===== config.mk =====
export PLATFORM = sky130hd
export DESIGN_NAME = llq_ram
export DESIGN_NICKNAME = d
export VERILOG_FILES = /design/src/hdl/llq_ram.sv
export SDC_FILE = /design/constraint.sdc
export NUM_CORES = 2
export LEC_CHECK = 0
export ABC_AREA = 0
export BUFFER_PORTS_ARGS = -buffer_cell sky130_fd_sc_hd__buf_2
export CORE_MARGIN = 2
export CORE_UTILIZATION = 60
export CTS_CLUSTER_DIAMETER = 80
export DETAILED_ROUTE_END_ITERATION = 12
export GPL_ROUTABILITY_DRIVEN = 0
export PLACE_DENSITY = 0.73
export SYNTH_ARGS = -nofsm -noshare
export SYNTH_HDL_FRONTEND = slang
export SYNTH_SLANG_ARGS = --single-unit

===== constraint.sdc =====
create_clock -name clk -period 4.1 [get_ports clk]
set_input_delay 0.41 -clock clk [delete_from_list [all_inputs] [get_ports clk]]
set_output_delay 0.41 -clock clk [all_outputs]
set_load 0.01 [all_outputs]

===== src/hdl/llq_ram.sv =====
// Generic single-write, single-read RAM with registered read data
module llq_ram #(
  parameter int WIDTH = 32,
  parameter int DEPTH = 128
) (
  input  logic                     clk,
  input  logic                     we,
  input  logic [$clog2(DEPTH)-1:0] waddr,
  input  logic [WIDTH-1:0]         wdata,
  input  logic [$clog2(DEPTH)-1:0] raddr,
  output logic [WIDTH-1:0]         rdata
);

  logic [WIDTH-1:0] mem [DEPTH];

  always_ff @(posedge clk) begin
    if (we) begin
      mem[waddr] <= wdata;
    end
    rdata <= mem[raddr];
  end

endmodule


# Yosys cells after proc, flatten, opt, wreduce, memory -nomap -nowiden
# Memory sizes are Yosys's and may differ from the RTL's. A register that Yosys moved wholly into a read port is not among the register bits.
# Cells that the tools add are included.
op_classes:
  n_mux: 2
ops:
  columns: ["op", "n"]
  rows:
  - ["$mux 1", 2]
totals:
  regBits: 0
  ram_bits: 4096
  input_bits: 48
  out_inout_bits: 32
  word_cells: 3
  mem_count: 1
mem_list:
  columns: ["name", "depth", "width", "rd", "rd_ports_with_merged_regs", "wr", "line", "text"]
  rows:
  - ["mem", 128, 32, 1, 1, 1, "14", "logic [WIDTH-1:0] mem [DEPTH];"]

# Longest topological paths before layout
depth:
  depth_word: 2
  mapped_depth: 8
  mapped_depth_nobuf: 4

# Worst setup path before layout
# Ideal clock, no wire load.
synth_path:
  path_kind: "input to register"
  startpoint: "in we"
  endpoint: "mem mem[98][0] (enable)"
  setup_ns: 0.461
  t_arrival_ns: 3.188
  setup_slack_ns: 0.451
  path_stages: 3
  n_path_buf: 1
  cell_sequence: "clkbuf_1 nand4_1 nor3_1"
synth_via:
  elab_chain_cells: 2
synth_rtl:
  columns: ["element", "line", "text"]
  rows:
  - ["from (decl)", "7", "input logic we,"]
  - ["$mux 1", "17", "if (we) begin"]
  - ["$mux 1 (implied by the code)", "18", "mem[waddr] <= wdata;"]
  - ["to (decl)", "14", null]
# Every way passes these cells.

==> flow_results.org <==
** STA
- Post-route minimum period :: 2.83 ns
- After layout, the worst path uses roughly 70% of the clock period.
- Clock skew on the completed layout was measured at 0.0780 ns.
- Min setup slack post-route :: around 1.3 ns
- The max-slew violation total from the final report is 0.
- Setup violations remaining at the end of the flow were counted as 0.
- Setup repair after global routing left no endpoint under its margin.
- Headroom to the max-slew limit came out at 22.6%.
- Number of hold-slack violations in the final timing report :: 0
- Total Neg Setup Slack :: 0 ns
- For the pin with the worst max-slew slack, the measured transition is 1.16 ns.
- F_max :: around 350 MHz

** Global route
- Global-route wire length before repair :: 567 mm
- Pin count of the biggest net entering global routing :: 97
- Global Route met1 Usage :: around 44%
- Total congestion overflow :: 0
- For this run, the total global-route usage over all layers was measured as 31.2%.
- The global routing stage identified its most utilized layer as met2.
- The via count of the first global-routing pass came to 73085.
- Met2 usage in global routing :: 47.5%
- For this run, global-route usage on met3 was measured as 7.92%.
- The number of antenna violations at the first check in global routing was 46.

** Layout
- Synth-to-Final Area Change :: 13.4%
- Fin cells :: 10314
- Cells with a size suffix above 1 make up 36.4% of the layout.
- Measured on the finished design, the core utilization comes to between 60% and 70%.
- Number of nets in the layout :: 6556

** Routing
- Via count of the routed design :: 73376
- Dividing the detail-routed wire length by the instance count gives 39.9 um.
- Number of vias per cell after detailed routing :: 7.11
- Number of violations reported at the end of detailed-routing iteration 0 :: 12041
- For this run, design rule violations remaining after detail routing come to 0.
- Number of nets with antenna violations after routing :: 0
- Sum of routed wire length over all layers :: 412 mm
- Pre-antenna DRT Iters :: 6

** Clock tree
- The later pin in the worst-skew pair is clocked with a latency of 1.05 ns.
- Clock root cell :: clkbuf_16
- Clock tree from TritonCTS :: yes
- The tree built by TritonCTS fans out to 4128 sinks.
- Clock-pin slew was measured on the worst setup and hold paths at roughly 0.06 ns.
- Buffers inserted during clock tree synthesis total about 410.
- Number of H-tree levels :: 5
- Bufs on Longest Clock Path :: 4
- Number of buffers inserted by post-CTS setup repair :: 0

** Power and ir drop
- For this design the ratio of total power to cell area is 494 nW/um2.
- Net switching is a little over a fifth of the power.
- Highest ir drop seen on vdd :: 388 uV
- Clock power frac :: 41.2%
- The analysis attributes to net switching a power of around 0.019 W.
- Total power after layout :: a little under 0.09 W
- Sequential cells account for between 50% and 60% of the total power.
- In this run the static leakage power is 54.5 nW.
- Internal power comes to between 0.06 and 0.07 W.
- Comb pwr share :: 5.2%

** Logic synthesis
- Yosys cell types :: 17
- The synthesized design contains 4128 register bits.
- The synthesized design spends more area on one cell type than any other, namely edfxtp_1.
- Number of cells produced by synthesis :: about 6000
- Synthesis produced a netlist with a net count of around 6000.
- A synthesized cell averages 26.1 um2.
- Top area cells in the synthesized netlist :: edfxtp_1, mux4_2, clkbuf_1, dfxtp_1, nor2_1
- Summing every instance area after synthesis gives 156000 um2.
- For this run, the number of Yosys warnings is 0.
- Top cell type's share of synthesized area :: 78.7%
- Sequential cell area fraction in the yosys report :: 79.1%

** Critical path
- Arrival time of data at the critical path endpoint :: 3.70 ns
- The worst setup path is captured at a flip-flop.
- Highest net fanout along the worst path :: 39
- Counting cells, the worst reg-to-reg path comes to 4.
- STA puts the critical path data required time at 4.97 ns.
- The setup path with the least slack is of type primary input to flip-flop.
- Startpoint class of the critical path :: primary input

** Flow run
- Max-cap viol count :: 0

** Floorplanning
- Once the floorplan was initialized, standard cells occupied 60.3% of the core.
- The floorplan has 187 rows.
- From left edge to right edge, the die measures 514 um.
- Die Height :: 514 um
- The total area inside the core boundary comes to 259000 um2.
- Full die area :: 265000 um2
- Count of boundary I/O pins :: 80

** Place
- Half-perimeter wire length of the detailed placement result :: 215 mm
- Cell count after placement :: between 9000 and 10000
- Timing analysis after detailed placement gives a worst setup slack of between 0.3 and 0.4 ns.
- Buffers placed on the I/O ports in this run total 79.

** Hold path
- The worst hold path belongs to the class primary input to flip-flop.
- Cell depth of the worst min-delay path :: 1

** Outcome
- Run status :: completed
[critical path, stage by stage]
cell and delay, ns:
buf_8 0.33, buf_12 0.26, buf_12 0.28, buf_4 0.38
mux4_2 0.37, mux4_2 0.54, mux4_2 0.66, mux2_2 0.32
[sequential cells by signal, summed over array words and instances (netlist names)]
register,cells
mem,4096
rdata,32
[timing repair]
item | in CTS | in global routing
hold buffers | 3 | 0
hold endpoints to repair | 32 | 0
gates resized for setup | 0 | 0
[Yosys cell counts]
cell      instances
buf_1            50
buf_2            79
buf_4             3
buf_6             2
clkbuf_1        182
dfxtp_1          32
edfxtp_1       4096
mux2_2           32
mux4_2         1344
nand2_1          14
nand2b_1          2
nand3_1          12
nand4_1           3
nor2_1          122
nor2b_1           7
nor3_1            9
or3_1             1
[area by class of cell]
cell class / count / area [um2]
flip-flops and latches: 4128 / 124000
repair buffers: 427 / 4150
fillers: 14751 / 82000
diodes: 89 / 223
multi-input cells: 1546 / 32300
well taps: 3402 / 4260
clock buffers: 484 / 10600
clock inverters: 238 / 2140
[per-stage QoR]
step / area [um2] / hold WS [ns]
floorplan: 156000 / 0.509
global placement: 164000 / 0.864
detailed placement: 164000 / 0.846
CTS: 177000 / 0.00261
global route: 177000 / 0.0443
finish: 177000 / 0.0199
[layer usage]
metal  vias up  routed length [um]  share of wire, %
met5         -                  39            0.0095
met4         8               18100               4.4
met3       792               54900                13
met2      5755              195000                47
met1     39322              144000                35
li1      27499                   -                 -
[placed cells by master, fill, tap and decap left out, drive strengths merged, types with 32 or more instances in the layout]
cell / netlist / layout
dfxtp: 32 / 32
clkinv: 0 / 176
buf: 134 / 424
nor2: 122 / 122
clkbuf: 182 / 484
mux4: 1344 / 1344
mux2: 32 / 32
edfxtp: 4096 / 4096
bufinv: 0 / 37
diode: 0 / 89
[power by group through the flow]
| stage | combinational (W) | clock [W] | sequential (W) |
|---|---|---|---|
| floorplan | 0.00225 | 0 | 0.0476 |
| detailed placement | 0.00444 | 0 | 0.0477 |
| global placement | 0.00435 | 0 | 0.0477 |
| CTS | 0.00449 | 0.0363 | 0.0468 |
| global route | 0.00471 | 0.0379 | 0.0468 |
| finish | 0.00457 | 0.0361 | 0.0469 |
[cell families (layout without fill, tap and decap cells)]
group | Yosys count | after routing | synth area share [%]
and+or+nand+nor | 170 | 170 | 0.446
muxes | 1376 | 1376 | 19.6
DFF | 4128 | 4128 | 79.1
other | 0 | 89 | 0
buffers and inverters | 316 | 1149 | 0.839
[final timing paths]
path | slack (ns) | endpoint | from
setup / recovery | 1.27 | rdata[8] | raddr[2]
hold / removal | 0.02 | mem[70][19] | wdata[19]
setup reg to reg | 1.44 | rdata[21] | mem[84][21]
hold reg to reg | 1.13 | rdata[14] | mem[94][14]
No activity file was read; power rests on OpenSTA's default activity.
